==> config.mk <==
export PLATFORM = sky130hd
export DESIGN_NAME = point_to_polyline_projection
export DESIGN_NICKNAME = d
export VERILOG_FILES = /design/src/design/ptpp_pkg.sv /design/src/design/ptpp_serial_mul.sv /design/src/design/ptpp_serial_div.sv /design/src/design/point_to_polyline_projection.sv
export SDC_FILE = /design/constraint.sdc
export NUM_CORES = 2
export LEC_CHECK = 0
export ABC_CLOCK_PERIOD_IN_PS = 12000
export BUFFER_PORTS_ARGS = -buffer_cell sky130_fd_sc_hd__buf_2
export CAP_MARGIN = 0
export CORE_ASPECT_RATIO = 2
export CORE_MARGIN = 2
export CORE_UTILIZATION = 53
export DETAILED_ROUTE_END_ITERATION = 8
export PLACE_DENSITY = 0.69
export SLEW_MARGIN = 0
export SYNTH_ARGS = -nofsm -noshare
export SYNTH_HDL_FRONTEND = slang
export SYNTH_SLANG_ARGS = --single-unit
==> constraint.sdc <==
create_clock -name clk -period 12 [get_ports clk]
set_input_delay 0.6 -clock clk [delete_from_list [all_inputs] [get_ports clk]]
set_output_delay 0.6 -clock clk [all_outputs]
set_load 0.005 [all_outputs]
==> src/design/ptpp_pkg.sv <==
// Package for the polyline projection block: field widths, coordinate and
// heading types and the multiplier request layout. No dependencies.
package ptpp_pkg;

  localparam int CoordW = 31;
  localparam int HeadW = 16;
  localparam int DefMaxVertices = 1024;
  localparam int DefFractionBits = 16;
  localparam int InDataW = 144;
  localparam int OutDataW = 80;

  typedef logic signed [CoordW-1:0] coord_t;
  typedef logic [HeadW-1:0] head_t;

  typedef struct packed {
    logic start;
    logic signed [32:0] mul_a;
    logic signed [32:0] mul_b;
  } mul_req_t;

endpackage

==> src/design/ptpp_serial_mul.sv <==
// Bit-serial signed multiplier: one multiplier bit per cycle, shift-add.
// Depends on ptpp_pkg for the request layout.
module ptpp_serial_mul (
  input  logic                  clk,
  input  logic                  rst_n,
  input  ptpp_pkg::mul_req_t    req,
  output logic                  done,
  output logic signed [65:0]    product
);

  logic signed [65:0] acc_r, acc_nxt;
  logic signed [65:0] mcand_r, mcand_nxt;
  logic [32:0] mplier_r, mplier_nxt;
  logic [5:0] cnt_r, cnt_nxt;
  logic busy_r, busy_nxt;
  logic done_r, done_nxt;

  always_comb begin
    acc_nxt = acc_r;
    mcand_nxt = mcand_r;
    mplier_nxt = mplier_r;
    cnt_nxt = cnt_r;
    busy_nxt = busy_r;
    done_nxt = 1'b0;
    if (req.start) begin
      acc_nxt = '0;
      mcand_nxt = 66'(req.mul_a);
      mplier_nxt = req.mul_b;
      cnt_nxt = '0;
      busy_nxt = 1'b1;
    end else if (busy_r) begin
      if (mplier_r[0]) begin
        if (cnt_r == 6'd32) begin
          acc_nxt = acc_r - mcand_r;
        end else begin
          acc_nxt = acc_r + mcand_r;
        end
      end
      mcand_nxt = mcand_r <<< 1;
      mplier_nxt = mplier_r >> 1;
      cnt_nxt = cnt_r + 6'd1;
      if (cnt_r == 6'd32) begin
        busy_nxt = 1'b0;
        done_nxt = 1'b1;
      end
    end
  end

  assign done = done_r;
  assign product = acc_r;

  always_ff @(posedge clk) begin
    if (!rst_n) begin
      busy_r <= 1'b0;
      cnt_r <= '0;
      done_r <= 1'b0;
    end else begin
      busy_r <= busy_nxt;
      cnt_r <= cnt_nxt;
      done_r <= done_nxt;
    end
    acc_r <= acc_nxt;
    mcand_r <= mcand_nxt;
    mplier_r <= mplier_nxt;
  end

`ifndef SYNTH
  a_cnt_range: assert property (@(posedge clk) disable iff (!rst_n)
    busy_r |-> cnt_r <= 6'd32) else $error("multiplier count overrun");
  a_done_busy: assert property (@(posedge clk) disable iff (!rst_n)
    done |-> !busy_r) else $error("done while still working");
  a_start_busy: assert property (@(posedge clk) disable iff (!rst_n)
    req.start |=> busy_r) else $error("multiplier did not start");
`endif

endmodule

==> src/design/ptpp_serial_div.sv <==
// Restoring bit-serial divider producing one quotient bit per cycle.
// Requires num < den; no package dependency.
module ptpp_serial_div #(
  parameter int FractionBits = 16
) (
  input  logic              clk,
  input  logic              rst_n,
  input  logic              start,
  input  logic [63:0]       num,
  input  logic [63:0]       den,
  output logic              done,
  output logic [FractionBits:0] quot
);

  localparam int CntW = $clog2(FractionBits + 1);

  logic [64:0] rem_r, rem_nxt;
  logic [63:0] den_r;
  logic [FractionBits:0] q_r, q_nxt;
  logic [CntW-1:0] cnt_r, cnt_nxt;
  logic busy_r, busy_nxt;
  logic [64:0] shifted;

  always_comb begin
    rem_nxt = rem_r;
    q_nxt = q_r;
    cnt_nxt = cnt_r;
    busy_nxt = busy_r;
    done = 1'b0;
    shifted = {rem_r[63:0], 1'b0};
    if (start) begin
      rem_nxt = {1'b0, num};
      q_nxt = '0;
      cnt_nxt = '0;
      busy_nxt = 1'b1;
    end else if (busy_r) begin
      if (shifted >= {1'b0, den_r}) begin
        rem_nxt = shifted - {1'b0, den_r};
        q_nxt = {q_r[FractionBits-1:0], 1'b1};
      end else begin
        rem_nxt = shifted;
        q_nxt = {q_r[FractionBits-1:0], 1'b0};
      end
      cnt_nxt = cnt_r + CntW'(1);
      if (cnt_r == CntW'(FractionBits - 1)) begin
        busy_nxt = 1'b0;
        done = 1'b1;
      end
    end
  end

  assign quot = q_nxt;

  always_ff @(posedge clk) begin
    if (!rst_n) begin
      busy_r <= 1'b0;
      cnt_r <= '0;
    end else begin
      busy_r <= busy_nxt;
      cnt_r <= cnt_nxt;
    end
    rem_r <= rem_nxt;
    q_r <= q_nxt;
    if (start) begin
      den_r <= den;
    end
  end

`ifndef SYNTH
  a_div_done: assert property (@(posedge clk) disable iff (!rst_n)
    done |-> busy_r) else $error("divider done while idle");
  a_div_cnt: assert property (@(posedge clk) disable iff (!rst_n)
    busy_r |-> cnt_r < CntW'(FractionBits)) else $error("divider count overrun");
  a_div_rem: assert property (@(posedge clk) disable iff (!rst_n)
    (busy_r && !start) |-> rem_r < {1'b0, den_r}) else $error("remainder too big");
`endif

endmodule

==> src/design/point_to_polyline_projection.sv <==
// Top level of the point-to-polyline projector: sequencer, shared serial
// multiplier and serial divider. Depends on ptpp_pkg, ptpp_serial_mul, ptpp_serial_div.
//
// Usage: one vertex is sent per input request on in_*; the query point
// is taken from the first vertex of each trajectory, and in_tlast marks
// the last vertex. One result request leaves on out_* after each last
// vertex. Each segment runs through a sequencer that drives a bit-serial
// 33x33 multiplier (result registered) and a bit-serial divider. A vertex
// whose segment needs the divide takes eight products and the divide; a
// clamped segment skips the divide and the projection products, a
// zero-length one stops after its squared length, and a first vertex or
// one past the limit takes no product. A last vertex after at least one
// segment adds three products before the result is loaded.
// One vertex is in work at a time; in_tready is high only when idle.
// The result sits in an output register; while the receiver stalls the
// block still accepts the next vertex, and only waits when a new result
// is ready and the old one was not taken. Reset clears all control state
// and starts a new trajectory.
module point_to_polyline_projection #(
  parameter int MAX_VERTICES  = ptpp_pkg::DefMaxVertices,
  parameter int FRACTION_BITS = ptpp_pkg::DefFractionBits
) (
  input  logic                          clk,
  input  logic                          rst_n,
  input  logic                          in_tvalid,
  output logic                          in_tready,
  // query_x, query_y, vertex_x, vertex_y, vertex_heading (low to high)
  input  logic [ptpp_pkg::InDataW-1:0]  in_tdata,
  input  logic                          in_tlast,
  output logic                          out_tvalid,
  input  logic                          out_tready,
  // proj_x, proj_y, proj_heading, within_trajectory, too_few_vertices
  output logic [ptpp_pkg::OutDataW-1:0] out_tdata
);

  localparam int CntW = $clog2(MAX_VERTICES + 1);
  localparam int FW = FRACTION_BITS;

  localparam logic [3:0] S_IDLE = 4'd0;
  localparam logic [3:0] S_MUL  = 4'd1;
  localparam logic [3:0] S_DIV  = 4'd2;
  localparam logic [3:0] S_CMP  = 4'd3;
  localparam logic [3:0] S_OUT  = 4'd4;
  localparam logic [3:0] S_FIN  = 4'd5;
  localparam logic [3:0] S_WAIT = 4'd6;

  // multiply steps
  localparam logic [3:0] M_ABX2 = 4'd0;
  localparam logic [3:0] M_ABY2 = 4'd1;
  localparam logic [3:0] M_DX   = 4'd2;
  localparam logic [3:0] M_DY   = 4'd3;
  localparam logic [3:0] M_PX   = 4'd4;
  localparam logic [3:0] M_PY   = 4'd5;
  localparam logic [3:0] M_QX2  = 4'd6;
  localparam logic [3:0] M_QY2  = 4'd7;
  localparam logic [3:0] M_OX   = 4'd8;
  localparam logic [3:0] M_OY   = 4'd9;
  localparam logic [3:0] M_OH   = 4'd10;

  logic [3:0] state_r, state_nxt;
  logic [3:0] step_r, step_nxt;
  logic mul_go_r, mul_go_nxt;

  logic signed [31:0] prev_x_r, prev_y_r, q_x_r, q_y_r, v_x_r, v_y_r;
  logic [15:0] prev_h_r, v_h_r;
  logic last_r;
  logic [CntW-1:0] count_r;
  logic [63:0] best_d_r, len2_r, dist_r;
  logic signed [65:0] dot_r;
  logic [FW:0] best_f_r, f_r;
  logic best_beyond_r, beyond_r;
  logic [CntW-1:0] best_idx_r;
  logic signed [31:0] bs_x_r, bs_y_r, be_x_r, be_y_r;
  logic [15:0] bs_h_r, be_h_r;
  logic signed [31:0] px_r, py_r;
  logic [15:0] ph_r;
  logic out_valid_r;
  logic [ptpp_pkg::OutDataW-1:0] out_data_r;
  logic seg_done_r;

  ptpp_pkg::mul_req_t mreq;
  logic mul_done;
  logic signed [65:0] mul_p;
  logic div_start, div_done;
  logic [FW:0] div_q;

  logic signed [32:0] abx, aby, apx, apy;
  logic signed [32:0] ma, mb;
  logic signed [65:0] rounded;
  logic signed [65:0] dot_sum;
  logic signed [15:0] hd;

  assign abx = 33'(v_x_r) - 33'(prev_x_r);
  assign aby = 33'(v_y_r) - 33'(prev_y_r);
  assign apx = 33'(q_x_r) - 33'(prev_x_r);
  assign apy = 33'(q_y_r) - 33'(prev_y_r);
  assign hd = 16'(be_h_r - bs_h_r);
  assign rounded = (mul_p + (66'sd1 <<< (FW - 1))) >>> FW;
  assign dot_sum = dot_r + mul_p;

  always_comb begin
    ma = '0;
    mb = '0;
    unique case (step_r)
      M_ABX2: begin ma = abx; mb = abx; end
      M_ABY2: begin ma = aby; mb = aby; end
      M_DX:   begin ma = abx; mb = apx; end
      M_DY:   begin ma = aby; mb = apy; end
      M_PX:   begin ma = 33'($signed({1'b0, f_r})); mb = abx; end
      M_PY:   begin ma = 33'($signed({1'b0, f_r})); mb = aby; end
      M_QX2:  begin ma = 33'(q_x_r) - 33'(px_r); mb = 33'(q_x_r) - 33'(px_r); end
      M_QY2:  begin ma = 33'(q_y_r) - 33'(py_r); mb = 33'(q_y_r) - 33'(py_r); end
      M_OX:   begin ma = 33'($signed({1'b0, best_f_r})); mb = 33'(be_x_r) - 33'(bs_x_r); end
      M_OY:   begin ma = 33'($signed({1'b0, best_f_r})); mb = 33'(be_y_r) - 33'(bs_y_r); end
      M_OH:   begin ma = 33'($signed({1'b0, best_f_r})); mb = 33'(hd); end
      default: begin ma = '0; mb = '0; end
    endcase
  end

  assign mreq.start = mul_go_r;
  assign mreq.mul_a = ma;
  assign mreq.mul_b = mb;

  ptpp_serial_mul u_mul (
    .clk(clk), .rst_n(rst_n), .req(mreq), .done(mul_done), .product(mul_p)
  );

  ptpp_serial_div #(.FractionBits(FW)) u_div (
    .clk(clk), .rst_n(rst_n), .start(div_start), .num(dot_sum[63:0]),
    .den(len2_r), .done(div_done), .quot(div_q)
  );

  assign in_tready = (state_r == S_IDLE);
  assign out_tvalid = out_valid_r;
  assign out_tdata = out_data_r;
  assign div_start = (state_r == S_MUL) && mul_done && (step_r == M_DY) &&
                     !(dot_sum < 0) && !(66'(len2_r) < dot_sum) &&
                     !(dot_sum == 66'(len2_r));

  always_comb begin
    state_nxt = state_r;
    step_nxt = step_r;
    mul_go_nxt = 1'b0;
    unique case (state_r)
      S_IDLE: begin
        if (in_tvalid) begin
          state_nxt = S_FIN;
        end
      end
      S_MUL: begin
        if (mul_done) begin
          unique case (step_r)
            M_ABY2: begin
              if (len2_r + 64'(mul_p) == 64'd0) begin
                state_nxt = S_FIN;
              end else begin
                step_nxt = M_DX;
                mul_go_nxt = 1'b1;
              end
            end
            M_DY: begin
              if (div_start) begin
                state_nxt = S_DIV;
              end else begin
                step_nxt = M_QX2;
                mul_go_nxt = 1'b1;
              end
            end
            M_PY: begin step_nxt = M_QX2; mul_go_nxt = 1'b1; end
            M_QY2: state_nxt = S_CMP;
            M_OH: state_nxt = S_WAIT;
            default: begin step_nxt = step_r + 4'd1; mul_go_nxt = 1'b1; end
          endcase
        end
      end
      S_DIV: begin
        if (div_done) begin
          state_nxt = S_MUL;
          step_nxt = M_PX;
          mul_go_nxt = 1'b1;
        end
      end
      S_CMP: state_nxt = S_FIN;
      S_FIN: begin
        if (last_r && (seg_done_r || count_r >= CntW'(2))) begin
          state_nxt = S_MUL;
          step_nxt = M_OX;
          mul_go_nxt = 1'b1;
        end else if (last_r) begin
          state_nxt = S_OUT;
        end else begin
          state_nxt = S_IDLE;
        end
      end
      S_WAIT: state_nxt = S_OUT;
      S_OUT: begin
        if (!out_valid_r || out_tready) begin
          state_nxt = S_IDLE;
        end
      end
      default: state_nxt = S_IDLE;
    endcase
    // start segment work when a vertex is accepted in idle and forms a segment
    if (state_r == S_IDLE && in_tvalid && count_r != '0 &&
        count_r < CntW'(MAX_VERTICES)) begin
      state_nxt = S_MUL;
      step_nxt = M_ABX2;
      mul_go_nxt = 1'b1;
    end
  end

  always_ff @(posedge clk) begin
    if (!rst_n) begin
      state_r <= S_IDLE;
      step_r <= M_ABX2;
      mul_go_r <= 1'b0;
      count_r <= '0;
      out_valid_r <= 1'b0;
    end else begin
      state_r <= state_nxt;
      step_r <= step_nxt;
      mul_go_r <= mul_go_nxt;
      if (state_r == S_OUT && (!out_valid_r || out_tready)) begin
        out_valid_r <= 1'b1;
      end else if (out_valid_r && out_tready) begin
        out_valid_r <= 1'b0;
      end
      if (state_r == S_IDLE && in_tvalid && count_r == '0) begin
        count_r <= CntW'(1);
      end
      if (state_r == S_OUT && (!out_valid_r || out_tready)) begin
        count_r <= '0;
      end
      if (state_r == S_FIN && seg_done_r) begin
        count_r <= count_r + CntW'(1);
      end
    end
  end

  always_ff @(posedge clk) begin
    if (!rst_n) begin
      seg_done_r <= 1'b0;
    end else if (state_r == S_IDLE && in_tvalid) begin
      seg_done_r <= (count_r != '0) && (count_r < CntW'(MAX_VERTICES));
    end else if (state_r == S_FIN) begin
      seg_done_r <= 1'b0;
    end
  end

  always_ff @(posedge clk) begin
    if (state_r == S_IDLE && in_tvalid) begin
      last_r <= in_tlast;
      if (count_r == '0) begin
        q_x_r <= 32'($signed(in_tdata[30:0]));
        q_y_r <= 32'($signed(in_tdata[61:31]));
        prev_x_r <= 32'($signed(in_tdata[92:62]));
        prev_y_r <= 32'($signed(in_tdata[123:93]));
        prev_h_r <= in_tdata[139:124];
        bs_x_r <= 32'($signed(in_tdata[92:62]));
        bs_y_r <= 32'($signed(in_tdata[123:93]));
        bs_h_r <= in_tdata[139:124];
        be_x_r <= 32'($signed(in_tdata[92:62]));
        be_y_r <= 32'($signed(in_tdata[123:93]));
        be_h_r <= in_tdata[139:124];
        best_d_r <= '1;
        best_f_r <= '0;
        best_beyond_r <= 1'b0;
        best_idx_r <= '0;
      end
      v_x_r <= 32'($signed(in_tdata[92:62]));
      v_y_r <= 32'($signed(in_tdata[123:93]));
      v_h_r <= in_tdata[139:124];
    end
    if (state_r == S_MUL && mul_done) begin
      unique case (step_r)
        M_ABX2: len2_r <= 64'(mul_p);
        M_ABY2: len2_r <= len2_r + 64'(mul_p);
        M_DX: dot_r <= mul_p;
        M_DY: begin
          dot_r <= dot_sum;
          if (dot_sum < 0) begin
            f_r <= '0;
            beyond_r <= 1'b0;
            px_r <= prev_x_r;
            py_r <= prev_y_r;
          end else if (!div_start) begin
            f_r <= (FW+1)'(1) << FW;
            beyond_r <= (66'(len2_r) < dot_sum);
            px_r <= v_x_r;
            py_r <= v_y_r;
          end
        end
        M_PX: px_r <= prev_x_r + 32'(rounded);
        M_PY: py_r <= prev_y_r + 32'(rounded);
        M_QX2: dist_r <= 64'(mul_p);
        M_QY2: dist_r <= dist_r + 64'(mul_p);
        M_OX: px_r <= bs_x_r + 32'(rounded);
        M_OY: py_r <= bs_y_r + 32'(rounded);
        M_OH: ph_r <= bs_h_r + 16'(rounded);
        default: ;
      endcase
    end
    if (state_r == S_DIV && div_done) begin
      f_r <= div_q;
      beyond_r <= 1'b0;
    end
    if (state_r == S_CMP && dist_r < best_d_r) begin
      best_d_r <= dist_r;
      best_f_r <= f_r;
      best_beyond_r <= beyond_r;
      best_idx_r <= count_r - CntW'(1);
      bs_x_r <= prev_x_r;
      bs_y_r <= prev_y_r;
      bs_h_r <= prev_h_r;
      be_x_r <= v_x_r;
      be_y_r <= v_y_r;
      be_h_r <= v_h_r;
    end
    if (state_r == S_FIN && seg_done_r) begin
      prev_x_r <= v_x_r;
      prev_y_r <= v_y_r;
      prev_h_r <= v_h_r;
    end
    if (state_r == S_OUT && (!out_valid_r || out_tready)) begin
      if (count_r < CntW'(2)) begin
        out_data_r <= {1'b1, 1'b0, bs_h_r, bs_y_r[30:0], bs_x_r[30:0]};
      end else begin
        out_data_r <= {1'b0,
                       !(best_beyond_r && best_idx_r == count_r - CntW'(2)),
                       ph_r, py_r[30:0], px_r[30:0]};
      end
    end
  end

`ifndef SYNTH
  a_out_hold: assert property (@(posedge clk) disable iff (!rst_n)
    (out_tvalid && !out_tready) |=> out_tvalid) else $error("result dropped");
  a_ready_idle: assert property (@(posedge clk) disable iff (!rst_n)
    in_tready |-> !mul_go_r) else $error("ready while working");
  a_count_max: assert property (@(posedge clk) disable iff (!rst_n)
    count_r <= CntW'(MAX_VERTICES)) else $error("vertex count overrun");
`endif

endmodule

Word-level counts from Yosys, hierarchy flattened
Cells that the tools add are included.
Widths: inputs -> output; s select.
{ "word_totals": {"wordCells": 296, "input_bits": 149, "out_inout_bits": 82, "regBits": 1192} }
{ "op_classes": {"reduce_logical": 72, "n_mux": 100, "n_addsub": 27, "magnitude_cmp": 7, "eq_ne": 41, "n_bitwise": 2} }
{ "op_table": {"columns": ["cell", "n"], "rows": [
  ["$mux 32", 14],
  ["$mux 64", 6],
  ["$pmux 33 s9", 1],
  ["$pmux 64 s2", 2],
  ["$mux 66", 3],
  ["$pmux 33 s6", 1],
  ["$sub 31x32->33", 6],
  ["$pmux 32 s3", 2],
  ["$mux 17", 10],
  ["$add 66x66->66", 2],
  ["$pmux 66 s2", 1],
  ["$add 32x32->32", 4],
  ["$add 64x64->64", 2],
  ["$mux 16", 5],
  ["$mux 80", 1],
  ["$eq 66x64->1", 1],
  ["$lt 64x66->1", 1],
  ["$lt 66x1->1 const B", 1],
  ["$mux 11", 6],
  ["$mux 33", 2],
  ["$sub 32x32->33", 2],
  ["$sub 66x66->66", 1],
  ["$ge 65x64->1", 1],
  ["$logic_not 64->1", 1],
  ["other kinds (50)", 173]
]} }

Longest topological paths before layout
{ "logic_depth": {"depth_word": 11, "mapped_depth": 30, "depth_no_buf": 28} }

Modules after synthesis
Synthesis repeated with hierarchy kept, for this count alone.
{ "hier_totals": {"hier_cells": 10133, "hier_area_um2": 89797.4} }
{ "modules_own_cells": {"columns": ["module", "area_per_inst_um2", "instances", "cells_per_inst", "seq_area_each_um2"], "rows": [
  ["point_to_polyline_projection", 67649.9, 1, 7662, 25634.6],
  ["ptpp_serial_mul", 12025.3, 1, 1348, 4454.3],
  ["ptpp_serial_div", 10122.2, 1, 1123, 4304.1]
]} }

Worst setup path before layout
Ideal clock, no wire load.
{ "synth_timing": {"path_type": "register -> register", "from": "register dist_r[47]", "to": "register be_h_r[0] (enable)", "synth_period_minus_slack_ps": 9145, "t_required_ps": 10068, "t_arrival_ps": 7213, "slack_ps": 2855, "setup_ps": 1932, "stages_incl_launch_ff": 11, "path_buffers": 3, "cell_sequence": "edfxtp_1 ha_1 nand4_1 nor4_1 nand2_1 or4_1 o31ai_1 clkbuf_1 clkbuf_1 buf_1 nand2_1"} }
{ "synth_between": {"elab_chain_cells": 4, "elab_cells_between_ends": 5, "classes_between": "order compare (1); reduce/logical (4)"} }
{ "synth_lines": {"columns": ["item", "line_no", "rtl"], "rows": [
  ["start, declared", "point_to_polyline_projection.sv:68", "logic [63:0] best_d_r, len2_r, dist_r;"],
  ["start signal, assigned", "point_to_polyline_projection.sv:295", "M_QX2: dist_r <= 64'(mul_p);"],
  ["start signal, assigned", "point_to_polyline_projection.sv:296", "M_QY2: dist_r <= dist_r + 64'(mul_p);"],
  ["$lt 64x64->1 *", "point_to_polyline_projection.sv:307", "if (state_r == S_CMP && dist_r < best_d_r) begin"],
  ["$logic_and 1x1->1 *", "point_to_polyline_projection.sv:307", null],
  ["$reduce_bool 2->1 (no source line)", null, null],
  ["$reduce_and 2->1 (no source line) *", null, null],
  ["end signal, assigned", "point_to_polyline_projection.sv:264", "be_h_r <= in_tdata[139:124];"],
  ["end signal, assigned", "point_to_polyline_projection.sv:317", "be_h_r <= v_h_r;"],
  ["end, declared", "point_to_polyline_projection.sv:74", "logic [15:0] bs_h_r, be_h_r;"]
]} }
Mark *: on every way between the ends. The rest lies on a longest branch, timed or not.
A chain may end at the register's enable or synchronous reset.

Worst setup path in the final report
{ "layout_timing": {"from": "register u_mul.acc_r[1] (netlist: u_mul.product[1])", "to": "register u_div.rem_r[52] (enable)"} }
{ "layout_between": {"elab_chain_cells": 7, "elab_cells_between_ends": 11, "classes_between": "add/sub (1); order compare (2); eq/ne (1); reduce/logical (7)"} }
{ "layout_lines": {"columns": ["item", "line_no", "rtl"], "rows": [
  ["start, declared", "ptpp_serial_mul.sv:11", "logic signed [65:0] acc_r, acc_nxt;"],
  ["start signal, assigned", "ptpp_serial_mul.sv:62", "acc_r <= acc_nxt;"],
  ["$add 66x66->66 *", "point_to_polyline_projection.sv:99", "assign dot_sum = dot_r + mul_p;"],
  ["$lt 66x1->1", "point_to_polyline_projection.sv:137", "!(dot_sum < 0) && !(66'(len2_r) < dot_sum) &&"],
  ["$logic_not 1->1", "point_to_polyline_projection.sv:137", null],
  ["$logic_and 1x1->1", "point_to_polyline_projection.sv:136", "assign div_start = (state_r == S_MUL) && mul_done && (step_r == M_DY) &&"],
  ["$logic_and 1x1->1", "point_to_polyline_projection.sv:137", null],
  ["$logic_and 1x1->1 *", "point_to_polyline_projection.sv:137", null],
  ["$reduce_bool 2->1 (no source line) *", null, null],
  ["end signal, assigned", "ptpp_serial_div.sv:62", "rem_r <= rem_nxt;"],
  ["end, declared", "ptpp_serial_div.sv:17", "logic [64:0] rem_r, rem_nxt;"]
]} }
Marked as above.

==> impl_summary.log <==
INFO  metric status = finished clean
INFO  metric hold_path_end = q_x_r[19]
INFO  metric synth_cells = about 9,700
INFO  metric antenna_found_initial = 17
INFO  metric synth_simple_gate_area_frac = 0.1471
INFO  metric postRouteWirelength = 336,000 um
INFO  metric hold_class = in -> reg
INFO  metric timing.critical_path.from_type = flip-flop
INFO  metric layout-drive-gt1-share = 0.09776
INFO  metric grt_first_pass_wirelength = 482,300 um
INFO  metric commonest_cells_post_synth = sky130_fd_sc_hd__nand2_1, sky130_fd_sc_hd__edfxtp_1, sky130_fd_sc_hd__a21oi_1
INFO  metric cp-end-kind = flip-flop
INFO  metric cp_cell_sequence = inv_1 > fa_1 > nand2b_1 > a21oi_1 > o21ai_0 > o211ai_1 > a21oi_1 > o31ai_2 > nand3_1 > nand2_1 > a21oi_1 > o21ai_0 > xnor2_1 > ha_1 > nand4_1 > nor4_1 > o211ai_1 > nand3_1 > a221oi_1 > a21oi_1 > inv_1 > a2111oi_4 > or2_2 > buf_4
INFO  metric asyncSetResetFlopFracSynth = 0
INFO  metric power.density_cell_area = approximately 180 nW/um^2
INFO  metric combinationalPowerShare = 0.482
INFO  metric path_buf_inv = 3
INFO  metric synth_compound_gate_area_share = 0.2051
INFO  metric drt_drc_violations_left = 0
INFO  metric drt.antenna.violating_nets = 0
INFO  metric worst-r2r-setup-slack = 3.31 ns
INFO  metric nNetsFinal = about 11,000
INFO  metric crit-reg2reg-capture = u_div.rem_r[52]
INFO  metric synth.mux.area_fraction = 0.04016
INFO  metric final.hold.worst_slack = between 0.02 and 0.03 ns
INFO  metric globalRoute.totalOverflow = 0
INFO  metric hold-path-cell-count = 1
INFO  metric synth_edf_count = roughly 1,100
INFO  metric initial_utilization = 0.5316
INFO  metric final_hold_viol_count = 0
INFO  metric vias = around 77,000
INFO  metric io_buffers = 226
INFO  metric setup_viol = 0
INFO  metric last_weighted_congestion_value_of_the_routability_driven_placer = 1.057
INFO  metric synth_top_flop_cell = sky130_fd_sc_hd__edfxtp_1
INFO  metric die_w = about 290 um
INFO  metric design.core.area = approximately 170,000 um^2
INFO  metric vertical_die_dimension = 584.4 um
INFO  metric dp.cells = 11,850
INFO  metric worst_path_max_delay_cell = sky130_fd_sc_hd__o31ai_2
INFO  metric pre_cts_ws = between 3 and 4 ns
INFO  metric fmax = approximately 120 MHz
INFO  metric leakage = 40.98 nW
INFO  metric synth_largest_area_cell = sky130_fd_sc_hd__edfxtp_1
INFO  metric stdcell_count = 12,120
INFO  metric max-vdd-ir-drop = approximately 150 uV
INFO  metric avgRoutedWirePerCell = ~28 um
INFO  metric syn-num-nets = approximately 11,000
INFO  metric synth_fa_ha_area_frac = 0.1168
INFO  metric critical_path.max_fanout = 35
INFO  metric tritoncts_clock_tree = done
INFO  metric crit_family = compound AO/OA/AOI/OAI gates
INFO  metric worst_path_most_repeated_cell = sky130_fd_sc_hd__a21oi_1
INFO  metric finalMaxSlewViolations = 0
INFO  metric crit-reg2reg-launch = u_mul.product[1]
INFO  metric cell_internal_pwr = approximately 10 mW
INFO  metric gr-usage-all-layers = 0.3810
INFO  metric synth_top_family_by_area = compound AO/OA/AOI/OAI gates
INFO  metric drtPass1Iterations = 6
INFO  metric synth_sequential_area_ratio = 0.3851
INFO  metric clk_pin_slew_worst_paths = approximately 0.07 ns
INFO  metric synth_top_area_frac = 0.3586
INFO  metric clock-skew-final = about 0.044 ns
INFO  metric top_count_cell_post_synth = sky130_fd_sc_hd__nand2_1
INFO  metric setup-tns-final = 0 ns
INFO  metric tritoncts.num_buffers = 107
INFO  metric switching_share = 0.4257
INFO  metric sequential_fraction_of_design_power = 0.306
INFO  metric cts_max_path_buffers = 3
INFO  metric first_global_vias = just under 80,000
INFO  metric cts_hold_repair.buffers = 50
INFO  metric design.die.area = approximately 170,000 um^2
INFO  metric detail_route.vias_per_cell = ~6.4
INFO  metric post_synth_xor_area_fraction = 0.06499
INFO  metric power.net_switching = around 7.4 mW
INFO  metric final.setup.worst_slack = between 3 and 4 ns
INFO  metric drt_iter0_markers = just over 5,000
INFO  metric post_cts_buffers = 0
INFO  metric crit_path_max_cell_delay = ~0.75 ns
INFO  metric setup.worst_path.class = reg -> reg
INFO  metric timing.final.crit_period = 8.687 ns
INFO  metric rsz0062_at_grt = false
INFO  metric ys_ff_latch = between 1,000 and 1,500
INFO  metric synthTopCellsByArea = sky130_fd_sc_hd__edfxtp_1, sky130_fd_sc_hd__ha_1, sky130_fd_sc_hd__a21oi_1
INFO  metric worstRegToRegCells = 24
INFO  metric timing.max_slew.rel_slack = 0.08145
INFO  metric hpwl = approximately 260,000 um
INFO  metric maxCapViolCount = 0
INFO  metric area_growth = 8.981%
INFO  metric synth_warnings = 0
INFO  metric power.clock.fraction = 0.212
INFO  metric cts_htree_levels = 3
INFO  metric cts_resized = 0
INFO  metric worstSkewPairLatency = around 0.78 ns
INFO  metric critPathRequiredTime = roughly 12 ns
INFO  metric numClockSinks = ~1,200
INFO  metric cts-root-buf = sky130_fd_sc_hd__clkbuf_16
INFO  metric arrival_time_worst_endpoint = roughly 9.1 ns
INFO  metric worst_slew_pin_slew = 1.378 ns
INFO  metric fin_crit_sh = 0.7240
INFO  metric synth_area = between 80,000 and 90,000 um^2
INFO  metric avgSynthCellArea = 9.209 um^2
INFO  metric grt_start_max_net_pins = 141
INFO  metric rows = ~210
INFO  metric pin_count = ~230
INFO  metric timing.hold.worst.start = in_tdata[19]
INFO  metric synth.distinct_cells = 100
cell usage in the layout (no fill, tap or decap), drive strengths merged, types with 93 or more instances in the layout:
| cell type | Yosys | final |
|---|---|---|
| xnor2 | 402 | 402 |
| nor2b | 101 | 101 |
| edfxtp | 1066 | 1066 |
| buf | 45 | 381 |
| nand4 | 106 | 106 |
| nand2b | 135 | 135 |
| mux2 | 233 | 233 |
| inv | 589 | 600 |
| a211oi | 93 | 93 |
| dfxtp | 118 | 118 |
| o21bai | 101 | 101 |
| a21oi | 858 | 858 |
| nand2 | 1105 | 1105 |
| a31oi | 101 | 101 |
| nor2 | 625 | 625 |
| o21a | 107 | 107 |
| nor3 | 134 | 134 |
| o21ai | 754 | 754 |
| ha | 806 | 806 |
| or2 | 102 | 102 |
| xor2 | 253 | 253 |
| a21o | 353 | 353 |
| clkbuf | 325 | 124 |
| nand3 | 188 | 188 |
| mux2i | 96 | 96 |
kinds of logic (layout without fill, tap and decap cells):
kind of cell | Yosys count | after routing
compound gates | 2920 | 2920
simple gates | 2819 | 2819
xor+xnor | 657 | 657
flops | 1184 | 1184
mux | 329 | 329
other cells | 0 | 15
buf+inv | 960 | 1221
fa+ha+maj | 823 | 823
final cells by class:
cell class                 instances  area (um^2)
inverter                         590         2221
timing repair buffer             431         2833
tap                             2150         2690
clock buffer                     124         2771
antenna                           15        37.54
multi-input combinational       7548        51520
clock inverter                    76        825.8
sequential                      1184        34380
fill                           14840        70630
power by group through the flow:
| stage | clock [mW] | sequential (mW) | combinational, mW |
|---|---|---|---|
| after floorplan | 0 | 5.31 | 5.51 |
| after CTS | 3.73 | 5.30 | 8.21 |
| after global placement | 0 | 5.37 | 8.05 |
| after global routing | 3.84 | 5.34 | 9.02 |
| final | 3.69 | 5.31 | 8.37 |
| after detailed placement | 0 | 5.39 | 8.15 |
routing by layer:
| layer | vias to the layer above | routed length [um] | track usage |
|---|---|---|---|
| met5 | - | 102 | 0 |
| met2 | 2853 | 170900 | 0.6994 |
| met3 | 1254 | 17500 | 0.05350 |
| li1 | 35920 | - | - |
| met4 | 16 | 38640 | 0.3621 |
| met1 | 36950 | 108900 | 0.3580 |
worst reg2reg max path, stage by stage (launching register included):
cell	delay [ns]
sky130_fd_sc_hd__dfxtp_1	0.58
sky130_fd_sc_hd__inv_1	0.22
sky130_fd_sc_hd__fa_1	0.48
sky130_fd_sc_hd__nand2b_1	0.19
sky130_fd_sc_hd__a21oi_1	0.19
sky130_fd_sc_hd__o21ai_0	0.21
sky130_fd_sc_hd__o211ai_1	0.20
sky130_fd_sc_hd__a21oi_1	0.26
sky130_fd_sc_hd__o31ai_2	0.76
sky130_fd_sc_hd__nand3_1	0.47
sky130_fd_sc_hd__nand2_1	0.26
sky130_fd_sc_hd__a21oi_1	0.18
sky130_fd_sc_hd__o21ai_0	0.34
sky130_fd_sc_hd__xnor2_1	0.18
sky130_fd_sc_hd__ha_1	0.33
sky130_fd_sc_hd__nand4_1	0.26
sky130_fd_sc_hd__nor4_1	0.60
sky130_fd_sc_hd__o211ai_1	0.20
sky130_fd_sc_hd__nand3_1	0.13
sky130_fd_sc_hd__a221oi_1	0.06
sky130_fd_sc_hd__a21oi_1	0.23
sky130_fd_sc_hd__inv_1	0.09
sky130_fd_sc_hd__a2111oi_4	0.62
sky130_fd_sc_hd__or2_2	0.70
sky130_fd_sc_hd__buf_4	0.53
flip-flops by register name, summed over array words and instances (netlist names), 32 cells and up:
name / count
best_d_r: 64
dist_r: 64
dot_r: 66
len2_r: 64
out_tdata: 80
px_r: 32
py_r: 32
u_div.den_r: 64
u_div.rem_r: 64
u_mul.mcand_r: 66
u_mul.mplier_r: 33
u_mul.product: 66
how the worst max path moves through the flow:
stage	from	to	cells past startpoint	slack [ns]
floorplan	dist_r[47]	be_h_r[0]	10	2.85
global placement	u_mul.product[1]	u_div.rem_r[58]	24	3.38
detailed placement	u_mul.product[1]	u_div.rem_r[60]	24	3.38
CTS	u_mul.product[1]	u_div.rem_r[52]	24	3.31
global route	u_mul.product[1]	u_div.rem_r[52]	24	3.02
finish	u_mul.product[1]	u_div.rem_r[52]	24	3.31
stage by stage:
step / power, mW / util / area (um^2)
finish: 17.37 / 0.5794 / 97270
global placement: 13.42 / 0.5547 / 93140
detailed placement: 13.54 / 0.5547 / 93140
floorplan: 10.82 / - / 89260
global route: 18.20 / 0.5792 / 97250
CTS: 17.24 / 0.5791 / 97240
No activity file was read; power rests on OpenSTA's default activity.
